$ cat src/hw/rtl/vmh_pkg.sv
package vmh_pkg;

   // Defaults for the top-level parameters.
   localparam int BIN_COUNT_DEFAULT   = 65536;
   localparam int COUNT_WIDTH_DEFAULT = 32;

   // Fixed field widths of the channels.
   localparam int SAMPLE_WIDTH    = 16;
   localparam int INDEX_WIDTH     = 16;
   localparam int VALUE_WIDTH     = 17;
   localparam int OUT_COUNT_WIDTH = 32;

   // Depth of the queue between the front and back parts.
   localparam int QUEUE_DEPTH = 2;

   // Codes of the kind field of a request word.
   localparam logic [1:0] KIND_ACC   = 2'd0;
   localparam logic [1:0] KIND_READ  = 2'd1;
   localparam logic [1:0] KIND_CLEAR = 2'd2;

   typedef enum logic [1:0] {
      VT_U8  = 2'd0,
      VT_S8  = 2'd1,
      VT_U16 = 2'd2,
      VT_S16 = 2'd3
   } vt_type;

   typedef enum logic [1:0] {
      OP_ACC,
      OP_READ,
      OP_CLEAR,
      OP_NOP
   } op_type;

   typedef enum logic [1:0] {
      BK_CLEAR,
      BK_IDLE,
      BK_WAIT
   } bk_state_type;

   typedef struct packed {
      op_type                         op;
      logic [INDEX_WIDTH-1:0]         idx;
      logic signed [VALUE_WIDTH-1:0]  val;
      logic                           in_range;
   } q_entry_type;

   typedef struct packed {
      logic can_push;
      logic has_data;
   } q_status_type;

endpackage

$ cat src/hw/rtl/vmh_if.sv
interface vmh_req_if;
   logic        valid;
   logic        ready;
   logic [1:0]  kind;
   logic [15:0] sample;
   logic [15:0] bin_index;

   modport source (output valid, kind, sample, bin_index, input ready);
   modport sink   (input valid, kind, sample, bin_index, output ready);
endinterface


interface vmh_csr_if;
   logic       valid;
   logic       ready;
   logic [1:0] data;

   modport source (output valid, data, input ready);
   modport sink   (input valid, data, output ready);
endinterface

$ cat src/hw/rtl/vmh_front.sv
module vmh_front #(
   parameter int BIN_COUNT = vmh_pkg::BIN_COUNT_DEFAULT
) (
   input  logic                  clock,
   input  logic                  reset,
   vmh_req_if.sink               req_if,
   vmh_csr_if.sink               csr_if,
   input  logic                  init_busy,
   input  vmh_pkg::q_status_type q_status,
   output logic                  push,
   output vmh_pkg::q_entry_type  push_entry
);

   vmh_pkg::vt_type voxel_type_ff;
   logic [vmh_pkg::INDEX_WIDTH-1:0]        idx;
   logic signed [vmh_pkg::VALUE_WIDTH-1:0] val;

   always_ff @(posedge clock) begin
      if (reset) begin
         voxel_type_ff <= vmh_pkg::VT_U8;
      end else if (csr_if.valid && csr_if.ready) begin
         voxel_type_ff <= vmh_pkg::vt_type'(csr_if.data);
      end
   end

   assign csr_if.ready = 1'b1;

   // Bin index and signed value of a sample under the current voxel type.
   always_comb begin
      unique case (voxel_type_ff)
         vmh_pkg::VT_U8: begin
            idx = {8'd0, req_if.sample[7:0]};
            val = {9'd0, req_if.sample[7:0]};
         end
         vmh_pkg::VT_S8: begin
            idx = {8'd0, ~req_if.sample[7], req_if.sample[6:0]};
            val = {{9{req_if.sample[7]}}, req_if.sample[7:0]};
         end
         vmh_pkg::VT_U16: begin
            idx = req_if.sample;
            val = {1'b0, req_if.sample};
         end
         vmh_pkg::VT_S16: begin
            idx = {~req_if.sample[15], req_if.sample[14:0]};
            val = {req_if.sample[15], req_if.sample};
         end
         default: begin
            idx = req_if.sample;
            val = {1'b0, req_if.sample};
         end
      endcase
   end

   always_comb begin
      push_entry.val = val;
      unique case (req_if.kind)
         vmh_pkg::KIND_ACC: begin
            push_entry.op  = vmh_pkg::OP_ACC;
            push_entry.idx = idx;
         end
         vmh_pkg::KIND_READ: begin
            push_entry.op  = vmh_pkg::OP_READ;
            push_entry.idx = req_if.bin_index;
         end
         vmh_pkg::KIND_CLEAR: begin
            push_entry.op  = vmh_pkg::OP_CLEAR;
            push_entry.idx = req_if.bin_index;
         end
         default: begin
            push_entry.op  = vmh_pkg::OP_NOP;
            push_entry.idx = req_if.bin_index;
         end
      endcase
      push_entry.in_range = ({1'b0, push_entry.idx} < 17'(BIN_COUNT));
   end

   assign req_if.ready = q_status.can_push && !init_busy;
   assign push         = req_if.valid && req_if.ready;

endmodule

$ cat src/flat_wrapper.sv
// flat-port wrapper written by rule: the top's interface ports become plain ports
module vmh_front_flat 
#(
   parameter int BIN_COUNT = vmh_pkg::BIN_COUNT_DEFAULT
)
  (clock, reset, init_busy, q_status, push, push_entry, req_if_valid, req_if_kind, req_if_sample, req_if_bin_index, req_if_ready, csr_if_valid, csr_if_data, csr_if_ready);
  vmh_req_if req_if_i ();
  vmh_csr_if csr_if_i ();
  input  logic clock;
  input  logic reset;
  input  logic init_busy;
  input  vmh_pkg::q_status_type q_status;
  output logic push;
  output vmh_pkg::q_entry_type push_entry;
  input wire logic [$bits(req_if_i.valid)-1:0] req_if_valid;
  input wire logic [$bits(req_if_i.kind)-1:0] req_if_kind;
  input wire logic [$bits(req_if_i.sample)-1:0] req_if_sample;
  input wire logic [$bits(req_if_i.bin_index)-1:0] req_if_bin_index;
  output wire logic [$bits(req_if_i.ready)-1:0] req_if_ready;
  input wire logic [$bits(csr_if_i.valid)-1:0] csr_if_valid;
  input wire logic [$bits(csr_if_i.data)-1:0] csr_if_data;
  output wire logic [$bits(csr_if_i.ready)-1:0] csr_if_ready;
  assign req_if_i.valid = req_if_valid;
  assign req_if_i.kind = req_if_kind;
  assign req_if_i.sample = req_if_sample;
  assign req_if_i.bin_index = req_if_bin_index;
  assign req_if_ready = req_if_i.ready;
  assign csr_if_i.valid = csr_if_valid;
  assign csr_if_i.data = csr_if_data;
  assign csr_if_ready = csr_if_i.ready;
  vmh_front #(.BIN_COUNT(BIN_COUNT)) u_core (.clock(clock), .reset(reset), .req_if(req_if_i), .csr_if(csr_if_i), .init_busy(init_busy), .q_status(q_status), .push(push), .push_entry(push_entry));
endmodule
$ cat config.mk
export PLATFORM = sky130hd
export DESIGN_NAME = vmh_front_flat
export DESIGN_NICKNAME = d
export VERILOG_FILES = /design/src/hw/rtl/vmh_pkg.sv /design/src/hw/rtl/vmh_if.sv /design/src/hw/rtl/vmh_front.sv /design/src/flat_wrapper.sv
export SDC_FILE = /design/constraint.sdc
export NUM_CORES = 1
export LEC_CHECK = 0
export ABC_AREA = 0
export ABC_CLOCK_PERIOD_IN_PS = 1600
export BUFFER_PORTS_ARGS = -buffer_cell sky130_fd_sc_hd__buf_2
export CORE_MARGIN = 2
export CORE_UTILIZATION = 29
export DETAILED_ROUTE_END_ITERATION = 8
export HOLD_SLACK_MARGIN = 0.06
export PLACE_DENSITY = 0.81
export SLEW_MARGIN = 10
export SYNTH_ARGS = -nofsm -noshare
export SYNTH_HDL_FRONTEND = slang
export SYNTH_SLANG_ARGS = --single-unit
$ cat constraint.sdc
create_clock -name clock -period 1.6 [get_ports clock]
set_input_delay 0.08 -clock clock [delete_from_list [all_inputs] [get_ports clock]]
set_output_delay 0.08 -clock clock [all_outputs]
set_load 0.02 [all_outputs]
[Yosys cells after proc, flatten, opt, wreduce, memory -nomap -nowiden]
Index checks and enable logic that the tools add are counted.
Storage, ports and cells
  logic and storage cells: 16
  register bits after elaboration: 2
  input port bits: 43
Cells by class
  bitwise gates (word level): 2
  equal/unequal tests: 5
  multiplexer cells: 3
  reduce and logical (&&, ||, !) cells: 5
Operator list (number)
  17-bit one-hot mux with 4 select lines: 1
  16-bit one-hot mux with 4 select lines: 1
  18-bit one-hot mux with 3 select lines: 1
  2-bit == test, second input constant: 3
  2-bit by 1-bit == test with 1-bit output, second input constant: 2
  2-bit zero test: 2
  1-bit logical AND: 2
  1-bit NOT: 2
  1-bit zero test: 1

[Depth between registers and ports, before layout]
  word-level depth: 3
  gate-level depth with buffers: 5
  depth with buffers taken out: 3

[Worst setup path after synthesis]
OpenSTA, ideal clock, no wires.
  path kind: flip-flop to output port
  from: register u_core.voxel_type_ff[1]
  to: output push_entry[17] (netlist name)
  required time: 1.520 ns
  path buffers: 1
  slack: 0.484 ns
  arrival: 1.036 ns
  cell stages (with the launch flop): 4
  path through: dfxtp_1 -> buf_4 -> nand2_1 -> a21boi_0
RTL lines
  from (decl): RTL line vmh_front.sv:14  | vmh_pkg::vt_type voxel_type_ff;
  from (signal assigned): RTL line vmh_front.sv:20  | voxel_type_ff <= vmh_pkg::VT_U8;
  from (signal assigned): RTL line vmh_front.sv:22  | voxel_type_ff <= vmh_pkg::vt_type'(csr_if.data);
  to (decl): RTL line flat_wrapper.sv:14  | output vmh_pkg::q_entry_type push_entry;

==> metrics.cfg <==
[status]
status=finished clean

[logic_synthesis]
synthCells=89
synth_top_area_cell=nand2_1
ys_seq_area_frac=0.0802
yosys_warnings=0
synth_area_per_cell_sq_um=5.61
synthTopCellsByArea=nand2_1, buf_4, dfxtp_1
netlist_area_sq_um=499
synth_top_area_frac=0.353
ys_types=19
yosys_register_bits=2

[timing]
finalSetupViolCount=0
relSlewSlack=0.472
post-route-period-util=0.832
clock_skew_ps=0
max_freq_mhz=751
worstMarginPinSlew_ps=791
period_needed_ps=1330
whs_ps=112
hold_viol=0
rsz0062_at_grt=false
drv_slew=0
setup_tns_ps=0

[worst_setup_path]
path_delay_family=simple AND/OR/NAND/NOR gates
r2r-start=u_core.voxel_type_ff[1]
r2r-end=u_core.voxel_type_ff[1]
crit_type=register to primary output
worst_setup_path_start_kind=register
critical_path_buf_inv_count=1
cpPeakStageDelay_ps=370
crit_chain=nand3b_1 > nand2_1 > buf_2
cp.required_ps=1520
rrSetupSlack_ps=790
critical_path_arrival_ps=1250
worstPathMaxFanout=8
reg2reg_depth=3
crit_slowest_cell=nand3b_1
end_kind=primary output

[detailed_routing]
ant_nets=0
drt-initial-drc-count=11
dr_total_vias=786
wl_per_cell_um=9.83
via_per_inst=4.54
drc=0
wirelength_met1_um=570
met3_length_um=197
routed.top_layer=met3
drt-total-wl_um=1700
met2WireLength_um=932
first_pass_iters=4

[floorplan]
initial_core_util=0.320
ios=82
num_rows=14
coreArea_sq_mm=0.00156
die_x_um=45.5
die_h_um=45.5
die_area_sq_mm=0.00207

[clocking]
cts_tree=yes
root_buffer=clkbuf_4
clk_latency_ps=220
cts_buffer_depth=2
htree_num_levels=1
clk_pin_slew_ps=30
cts_made_buffers=3
post_cts_resized=0
cts.sink_count=2

[layout]
area_growth_syn_to_layout_pct=66.2
drive_gt1_frac=0.548
antennaDiodeCount=0
finish.utilization=0.532
seqCellArea_sq_um=40.0
fillers=162
nets=202
multi_input_area_sq_um=339
final_cells=173
top_regs=u_core.voxel_type_ff: 2 flops
regMostFlops=u_core.voxel_type_ff
largest_reg_flops=2

[grt]
grt_pass1_vias=705
grt_pass1_wl_um=2490
grt_max_degree=25
grt_antenna_before_repair=0
grt_usage=0.161
gr-total-overflow=0

[hold_path]
min_delay_path_depth=3
hold_path.startpoint=csr_if_data[1]
whs_endpoint=u_core.voxel_type_ff[1]
hold_class=input port to register

[pwr]
ir_drop_uv=251
power.total_mw=0.441
p_leak_nw=0.580
powerDensity_mw_per_mm2=531

[place]
numPortBuffers=78
dp_hpwl_um=1460
routabilityCongestion=0.690
numPlacedInstances=169

[job]
maxCapViolCount=0

==> per-stage QoR <==
| step | setup WS (ps) | cell area [sq um] |
|---|---|---|
| floorplan | 484 | 503 |
| global placement | 355 | 797 |
| detailed placement | 298 | 797 |
| CTS | 244 | 830 |
| global route | 125 | 830 |
| finish | 269 | 830 |
==> cells in the final DEF, fill, tap and decap left out, types with 2 or more instances in the layout <==
| cell | n |
|---|---|
| buf_2 | 78 |
| nand2_1 | 47 |
| o21ai_2 | 4 |
| o21ai_1 | 4 |
| nor2_1 | 3 |
| clkbuf_4 | 3 |
| nor2b_1 | 2 |
| mux2i_1 | 2 |
| conb_1 | 2 |
| dfxtp_1 | 2 |
==> layer usage <==
layer,GRT usage,vias to the layer above
li1,-,400
met1,0.139,338
met2,0.341,48
met3,0.0238,0
met4,0.0765,0
met5,0,-
==> report_power, final <==
group | switching (mW) | internal [mW]
clock | 0.0269 | 0.0826
sequential | 0.00364 | 0.0533
combinational | 0.167 | 0.108
total | 0.197 | 0.243
==> how the worst max path moves through the flow <==
stage / from / to / slack, ps / cells past startpoint
6_report: u_core.voxel_type_ff[1] / push_entry[10] / 270 / 3
3_3_place_gp: req_if_kind[0] / push_entry[28] / 360 / 5
3_5_place_dp: req_if_kind[0] / push_entry[30] / 300 / 5
4_1_cts: u_core.voxel_type_ff[1] / push_entry[16] / 240 / 3
5_1_grt: req_if_kind[0] / push_entry[26] / 130 / 5
2_1_floorplan: u_core.voxel_type_ff[1] / push_entry[17] / 480 / 3
==> worst reg2reg max path, stage by stage, from the launching register on <==
cell and delay [ps]:
dfxtp_1 330, buf_4 180, mux2i_1 130, nor2_1 50
==> cell usage after synthesis <==
cell type	count
nand3_1	1
a21boi_0	1
clkbuf_1	2
nand3b_1	1
xor2_1	1
nor2_1	3
nor2b_1	2
buf_6	3
mux2i_1	2
nand2_1	47
nand2b_1	1
dfxtp_1	2
buf_4	11
and2_1	1
or2_1	1
o21ai_2	4
xnor2_1	1
conb_1	1
o21ai_1	4
==> timing repair <==
action | CTS | global route
setup buffers | 0 | 0
hold buffers | 1 | 0
endpoints found under the hold margin | 2 | 0
==> kinds of logic (layout without fill, tap and decap cells) <==
group | Yosys count | after routing | share of synthesized area
AOI/OAI and AO/OA | 9 | 9 | 0.125
xor gates and xnor gates | 2 | 2 | 0.0351
DFF | 2 | 2 | 0.0802
other | 1 | 2 | 0.00751
and+or+nand+nor | 57 | 57 | 0.464
buffers and inverters | 16 | 83 | 0.248
muxes | 2 | 2 | 0.0401
==> layout make-up <==
class	instances	area share
clock buffer	3	0.0271
multi-input combinational	72	0.409
sequential	2	0.0483
tap	16	0.0241
timing repair buffer	80	0.492
(Power assumes the default switching activity.)
