## src/hw/rtl/vmh_pkg.sv

```systemverilog
package vmh_pkg;

   // Defaults for the top-level parameters.
   localparam int BIN_COUNT_DEFAULT   = 65536;
   localparam int COUNT_WIDTH_DEFAULT = 32;

   // Fixed field widths of the channels.
   localparam int SAMPLE_WIDTH    = 16;
   localparam int INDEX_WIDTH     = 16;
   localparam int VALUE_WIDTH     = 17;
   localparam int OUT_COUNT_WIDTH = 32;

   // Depth of the queue between the front and back parts.
   localparam int QUEUE_DEPTH = 2;

   // Codes of the kind field of a request word.
   localparam logic [1:0] KIND_ACC   = 2'd0;
   localparam logic [1:0] KIND_READ  = 2'd1;
   localparam logic [1:0] KIND_CLEAR = 2'd2;

   typedef enum logic [1:0] {
      VT_U8  = 2'd0,
      VT_S8  = 2'd1,
      VT_U16 = 2'd2,
      VT_S16 = 2'd3
   } vt_type;

   typedef enum logic [1:0] {
      OP_ACC,
      OP_READ,
      OP_CLEAR,
      OP_NOP
   } op_type;

   typedef enum logic [1:0] {
      BK_CLEAR,
      BK_IDLE,
      BK_WAIT
   } bk_state_type;

   typedef struct packed {
      op_type                         op;
      logic [INDEX_WIDTH-1:0]         idx;
      logic signed [VALUE_WIDTH-1:0]  val;
      logic                           in_range;
   } q_entry_type;

   typedef struct packed {
      logic can_push;
      logic has_data;
   } q_status_type;

endpackage

```

## src/hw/rtl/vmh_queue.sv

```systemverilog
module vmh_queue (
   input  logic                 clock,
   input  logic                 reset,
   input  logic                 push,
   input  vmh_pkg::q_entry_type push_entry,
   input  logic                 pop,
   output vmh_pkg::q_entry_type pop_entry,
   output vmh_pkg::q_status_type status
);

   localparam int DEPTH = vmh_pkg::QUEUE_DEPTH;
   localparam int PW    = (DEPTH > 1) ? $clog2(DEPTH) : 1;
   localparam int CW    = $clog2(DEPTH + 1);

   vmh_pkg::q_entry_type entries_ff [DEPTH];
   logic [PW-1:0] wr_ptr_ff, wr_ptr_in;
   logic [PW-1:0] rd_ptr_ff, rd_ptr_in;
   logic [CW-1:0] count_ff, count_in;

   always_comb begin
      wr_ptr_in = wr_ptr_ff;
      rd_ptr_in = rd_ptr_ff;
      count_in  = count_ff;
      if (push) begin
         wr_ptr_in = (wr_ptr_ff == PW'(DEPTH - 1)) ? '0 : wr_ptr_ff + 1'b1;
      end
      if (pop) begin
         rd_ptr_in = (rd_ptr_ff == PW'(DEPTH - 1)) ? '0 : rd_ptr_ff + 1'b1;
      end
      if (push && !pop) begin
         count_in = count_ff + 1'b1;
      end else if (pop && !push) begin
         count_in = count_ff - 1'b1;
      end
   end

   always_ff @(posedge clock) begin
      if (reset) begin
         wr_ptr_ff <= '0;
         rd_ptr_ff <= '0;
         count_ff  <= '0;
      end else begin
         wr_ptr_ff <= wr_ptr_in;
         rd_ptr_ff <= rd_ptr_in;
         count_ff  <= count_in;
      end
   end

   always_ff @(posedge clock) begin
      if (push) begin
         entries_ff[wr_ptr_ff] <= push_entry;
      end
   end

   assign pop_entry       = entries_ff[rd_ptr_ff];
   assign status.can_push = (count_ff != CW'(DEPTH));
   assign status.has_data = (count_ff != '0);

`ifndef SYNTHESIS
   a_no_overflow: assert property (@(posedge clock) disable iff (reset)
      push |-> (count_ff != CW'(DEPTH)))
      else $error("Queue written while full.");
   a_no_underflow: assert property (@(posedge clock) disable iff (reset)
      pop |-> (count_ff != '0))
      else $error("Queue read while empty.");
`endif

endmodule

```

## config.mk

```make
export PLATFORM = sky130hd
export DESIGN_NAME = vmh_queue
export DESIGN_NICKNAME = d
export VERILOG_FILES = /design/src/hw/rtl/vmh_pkg.sv /design/src/hw/rtl/vmh_queue.sv
export SDC_FILE = /design/constraint.sdc
export NUM_CORES = 1
export LEC_CHECK = 0
export BUFFER_PORTS_ARGS = -buffer_cell sky130_fd_sc_hd__buf_2
export CAP_MARGIN = 40
export CORE_ASPECT_RATIO = 0.5
export CORE_UTILIZATION = 51
export CTS_CLUSTER_SIZE = 25
export DETAILED_ROUTE_END_ITERATION = 16
export PLACE_DENSITY = 0.75
export SETUP_SLACK_MARGIN = 0.4
export SYNTH_ARGS = -nofsm -noshare
export SYNTH_HDL_FRONTEND = slang
export SYNTH_SLANG_ARGS = --single-unit
```

## constraint.sdc

```tcl
create_clock -name clock -period 2.92 [get_ports clock]
set_clock_uncertainty 0.1 [all_clocks]
set_input_delay 0.438 -clock clock [delete_from_list [all_inputs] [get_ports clock]]
set_output_delay 0.438 -clock clock [all_outputs]
set_load 0.005 [all_outputs]
```

# --- Word level (Yosys, flattened, before mapping) ---
# Memory sizes are Yosys's and may differ from the RTL's. A register that Yosys moved wholly into a read port is not among the register bits.
# Index checks and enable logic that the tools add are counted.
totals:
  ram_bits: 72
  input_bits: 40
  ff_bits: 4
  memories: 1
  wordCells: 23
  output_inout_bits: 38
memory_table:
  columns: ["memory", "words", "width", "rd", "rd_clocked_by_memory_dff", "write_ports", "line_no", "rtl"]
  rows:
  - ["entries_ff", 2, 36, 1, 1, 1, "vmh_queue.sv:15", "vmh_pkg::q_entry_type entries_ff [DEPTH];"]
op_classes:
  eq_ne: 1
  muxes: 8
  n_reduce_logical: 6
  addsub: 4
op_table:
  columns: ["op", "n"]
  rows:
  - ["two-way mux 1 bit", 6]
  - ["two-way mux 2 bit", 2]
  - ["nonzero test 2 bit", 2]
  - ["adder 1 bit, second input constant", 2]
  - ["adder 2 x 1 -> 2 bit, second input constant", 1]
  - ["logical AND 1 bit", 2]
  - ["logical NOT 1 bit", 2]
  - ["inequality test 2 bit, second input constant", 1]
  - ["subtractor 2 x 1 -> 2 bit, second input constant", 1]

# --- Logic depth before layout (Yosys ltp) ---
depth:
  word_depth: 4
  ltp_mapped: 5
  ltp_nobuf: 5

# --- Worst setup path before layout ---
# No wires, ideal clock.
synth_path:
  path_type: "input-to-reg"
  from: "input port push"
  to: "memory entries_ff[0][0] (netlist name), enable pin"
  n_path_buf: 0
  setup_ns: 0.433
  t_required_ns: 2.387
  cell_stages: 1
  arrival_ns: 2.056
  slack_ns: 0.330
  cell_sequence: "nor2b_1"
synth_between:
  elab_chain_cells: 2
synth_lines:
  columns: ["item", "line_no", "rtl"]
  rows:
  - ["from (decl)", "vmh_queue.sv:4", "input logic push,"]
  - ["two-way mux 1 bit", "vmh_queue.sv:50", "if (push) begin"]
  - ["two-way mux 1 bit (implied by the code)", "vmh_queue.sv:51", "entries_ff[wr_ptr_ff] <= push_entry;"]
  - ["to (decl)", "vmh_queue.sv:15", null]
# Every way passes these cells.

==> impl_table.tex <==
\begin{tabular}{lr}
\hline
Metric & Value \\
\hline
\multicolumn{2}{l}{\textbf{Die}} \\
Core Rows & 18 \\
Die Span X & 107 um \\
Effective utilization at floorplan & 55.0\% \\
Die ar. & 5840 um2 \\
Number of placed I/O pins & 78 \\
Floorplan core area & 5110 um2 \\
Die Height & 54.5 um \\
\multicolumn{2}{l}{\textbf{Timing}} \\
Endpoints failing hold & 0 \\
Final setup vio count & 0 \\
Setup TNS after final layout & 0 ns \\
Min Tclk post-route & 2.15 ns \\
Relative slew slack & 61.6\% \\
Setup repair after global routing missed its margin & false \\
Ratio of final minimum period to clock period & 73.6\% \\
Transition time at the pin with the least slew margin & 0.575 ns \\
Maximum clock frequency & 465 MHz \\
Max-slew violation total from the final report & 0 \\
\multicolumn{2}{l}{\textbf{Global route}} \\
All-Layer GR Usage & 16.1\% \\
Antenna violations before repair & 0 \\
First-pass GRT wire length & 6.44 mm \\
Via count of the first global-routing pass & 1367 \\
Largest net degree at the start of global routing & 24 \\
Aggregate global routing overflow & 0 \\
\multicolumn{2}{l}{\textbf{Layout}} \\
Sequential cell area & 2260 um2 \\
Nets@finish & 264 \\
Area used by multi-input combinational logic & 518 um2 \\
P\&R area growth vs syn & 25.4\% \\
Number of diodes & 0 \\
Post-route standard cell area excluding fillers & 3530 um2 \\
Fraction of final layout cells with drive strength greater than 1 & 44.3\% \\
Fill cell instance count of the final layout & 347 \\
\multicolumn{2}{l}{\textbf{Yosys}} \\
Proportion of synthesized chip area in sequential cells & 80.4\% \\
Simple-Gate Fraction of Synth Area & 1.65\% \\
Cell types with the highest counts after synthesis & sky130\_fd\_sc\_hd\_\_edfxtp\_1, sky130\_fd\_sc\_hd\_\_mux2\_1, sky130\_fd\_sc\_hd\_\_dfxtp\_1 \\
Largest family of logic cells by synthesized area & multiplexers \\
Primary flip-flop cell chosen by synthesis mapping & sky130\_fd\_sc\_hd\_\_edfxtp\_1 \\
Xor/xnor share of the synthesized area & 1.24\% \\
Async SR Flop Fraction & 0\% \\
Most frequent cell after synthesis & sky130\_fd\_sc\_hd\_\_edfxtp\_1 \\
Count of mapped cells out of synthesis & 134 \\
EDFF count, synth & 72 \\
Top-area cell type share of the netlist area & 76.8\% \\
Warning count from the yosys run & 0 \\
Area fraction in compound gates after synthesis & 0.356\% \\
Synth area leader & sky130\_fd\_sc\_hd\_\_edfxtp\_1 \\
Net Count, Synth & 175 \\
Synthesis-stage register bit count & 77 \\
Adder-cell share of the synthesized area & 0.445\% \\
Largest cells by area after synthesis & sky130\_fd\_sc\_hd\_\_edfxtp\_1, sky130\_fd\_sc\_hd\_\_mux2\_1, sky130\_fd\_sc\_hd\_\_dfxtp\_1 \\
Portion of netlist area occupied by mux cells & 14.4\% \\
Cell Area, Synth & 2810 um2 \\
Synth Area per Inst & 21.0 um2 \\
Synth unique cells & 17 \\
\multicolumn{2}{l}{\textbf{Detailed routing}} \\
Total met3 wirelength after detailed routing & 220 um \\
DR top layer & met4 \\
Detailed-routing wirelength on met1 & 1.91 mm \\
Routed len/inst & 14.6 um \\
Number of vias in the routed layout & 1438 \\
Detail Route met2 WL & 2.20 mm \\
Residual antenna-violating net count after detailed routing & 0 \\
Final WL & 4.34 mm \\
Pre-Repair DR Iteration Count & 4 \\
Number of vias per cell after detailed routing & 4.83 \\
Total DRC errors in the routed layout & 0 \\
Number of DRC markers in iteration 0 & 66 \\
\multicolumn{2}{l}{\textbf{Clock tree}} \\
Maximum clock insertion buffer count & 2 \\
Clock tree from TritonCTS & built \\
Number of buffers inserted by post-CTS setup repair & 0 \\
Clock-pin slew on the worst setup and hold paths & 0.08 ns \\
Clock Latency Late Sink & 0.34 ns \\
CTS Buf Count & 9 \\
Root Buffer & sky130\_fd\_sc\_hd\_\_clkbuf\_8 \\
H-tree lvl count & 3 \\
Number of clock sinks & 77 \\
Count of hold-fix buffers inserted at cts & 0 \\
PostCTS Resize Cnt & 0 \\
\multicolumn{2}{l}{\textbf{Worst hold path}} \\
Worst min-delay path category & in -> reg \\
\multicolumn{2}{l}{\textbf{Run status}} \\
Status & finished, final reports clean \\
\multicolumn{2}{l}{\textbf{Place}} \\
DPL Wire Length & 2.99 mm \\
Count of buffers from port buffering & 77 \\
Total placed instance area & 3320 um2 \\
Routability congestion estimate & 0.619 \\
\multicolumn{2}{l}{\textbf{Critical path}} \\
Setup crit end kind & output port \\
Worst setup path category & reg -> out \\
Critical path fanouts, max & 15 \\
Data arrival time of the critical path & 1.61 ns \\
CP required & 2.38 ns \\
Launching element type of the critical path & flip-flop \\
\multicolumn{2}{l}{\textbf{Run}} \\
Maximum capacitance violations & 0 \\
\multicolumn{2}{l}{\textbf{Power}} \\
Max IR drop VDD & 444 uV \\
Pwr Density & 674 nW/um2 \\
Leakage power of the design & 1.36 nW \\
\hline
\end{tabular}
## cells in the final DEF, fill, tap and decap left out
master and instances:
sky130_fd_sc_hd__mux2_1 36, sky130_fd_sc_hd__buf_2 77, sky130_fd_sc_hd__nor2b_4 1, sky130_fd_sc_hd__nand2b_1 1
sky130_fd_sc_hd__or2_1 1, sky130_fd_sc_hd__clkinvlp_4 2, sky130_fd_sc_hd__or3_1 1, sky130_fd_sc_hd__ha_1 1
sky130_fd_sc_hd__buf_4 4, sky130_fd_sc_hd__clkinv_2 3, sky130_fd_sc_hd__bufinv_16 2, sky130_fd_sc_hd__dfxtp_2 1
sky130_fd_sc_hd__edfxtp_1 72, sky130_fd_sc_hd__xnor2_1 2, sky130_fd_sc_hd__nor2_1 4, sky130_fd_sc_hd__xor2_1 2
sky130_fd_sc_hd__inv_1 1, sky130_fd_sc_hd__buf_16 1, sky130_fd_sc_hd__o21ai_0 1, sky130_fd_sc_hd__and2_2 1
sky130_fd_sc_hd__a21oi_1 1, sky130_fd_sc_hd__dfxtp_1 4, sky130_fd_sc_hd__clkbuf_8 9
## path summary, 6_finish.rpt
check                                    start           endpoint  slack [ns]  cells past startpoint
worst max-delay path                 flip-flop      pop_entry[20]        0.77                      3
worst min-delay path            push_entry[27]  entries_ff[1][27]        0.18                      1
worst max register to register       wr_ptr_ff  entries_ff[0][10]        1.36                      2
worst min register to register     count_ff[1]        count_ff[1]        0.42                      2
## per-layer routing
| layer | vias up | track usage (%) |
|---|---|---|
| met3 | 2 | 7.74 |
| li1 | 695 | - |
| met1 | 703 | 18.6 |
| met5 | - | 0 |
| met4 | 0 | 6.16 |
| met2 | 38 | 27.0 |
## flip-flops by register name (all words and copies together), names as in the netlist, named ones only
| name | flops |
|---|---|
| rd_ptr_ff | 1 |
| count_ff | 2 |
| entries_ff | 72 |
| wr_ptr_ff | 1 |
## cells by family after synthesis
family                     count (synthesis)
adders and majority gates                  1
muxes                                     36
xor gates and xnor gates                   4
AOI/OAI and AO/OA                          2
buffers and inverters                      5
and+or+nand+nor                            9
DFF                                       77
## final cells by class
type | instances | share of cell area, %
Multi-Input combinational cell | 52 | 14.7
Inverter | 1 | 0.106
Timing Repair Buffer | 82 | 12.5
Sequential cell | 77 | 64.1
Clock buffer | 9 | 3.51
Clock inverter | 7 | 2.55
Tap cell | 70 | 2.48
## where the power goes
group	internal, mW	switching (mW)	total, mW	leakage (nW)
sequential	1.28	0.0241	1.31	0.718
clock	0.476	0.367	0.843	0.105
combinational	0.119	0.110	0.229	0.533
## per-stage QoR
| stage | setup slack (ns) | total power, mW | hold slack, ns | util, % | cells |
|---|---|---|---|---|---|
| after floorplan | 0.999 | 1.45 | 0.361 | - | 134 |
| after global placement | 1.12 | 1.55 | 0.381 | 64.3 | 281 |
| after detailed placement | 1.09 | 1.57 | 0.405 | 64.9 | 282 |
| after CTS | 0.721 | 2.40 | 0.161 | 69.0 | 298 |
| after global routing | 0.658 | 2.47 | 0.158 | 69.0 | 298 |
| final | 0.770 | 2.38 | 0.180 | 69.0 | 298 |
## worst max-delay path, cell delays in order, from the launching register on
cell and delay [ns]:
sky130_fd_sc_hd__dfxtp_2 0.48, sky130_fd_sc_hd__buf_4 0.29, sky130_fd_sc_hd__mux2_1 0.37, sky130_fd_sc_hd__buf_2 0.13
(Power assumes the default switching activity.)
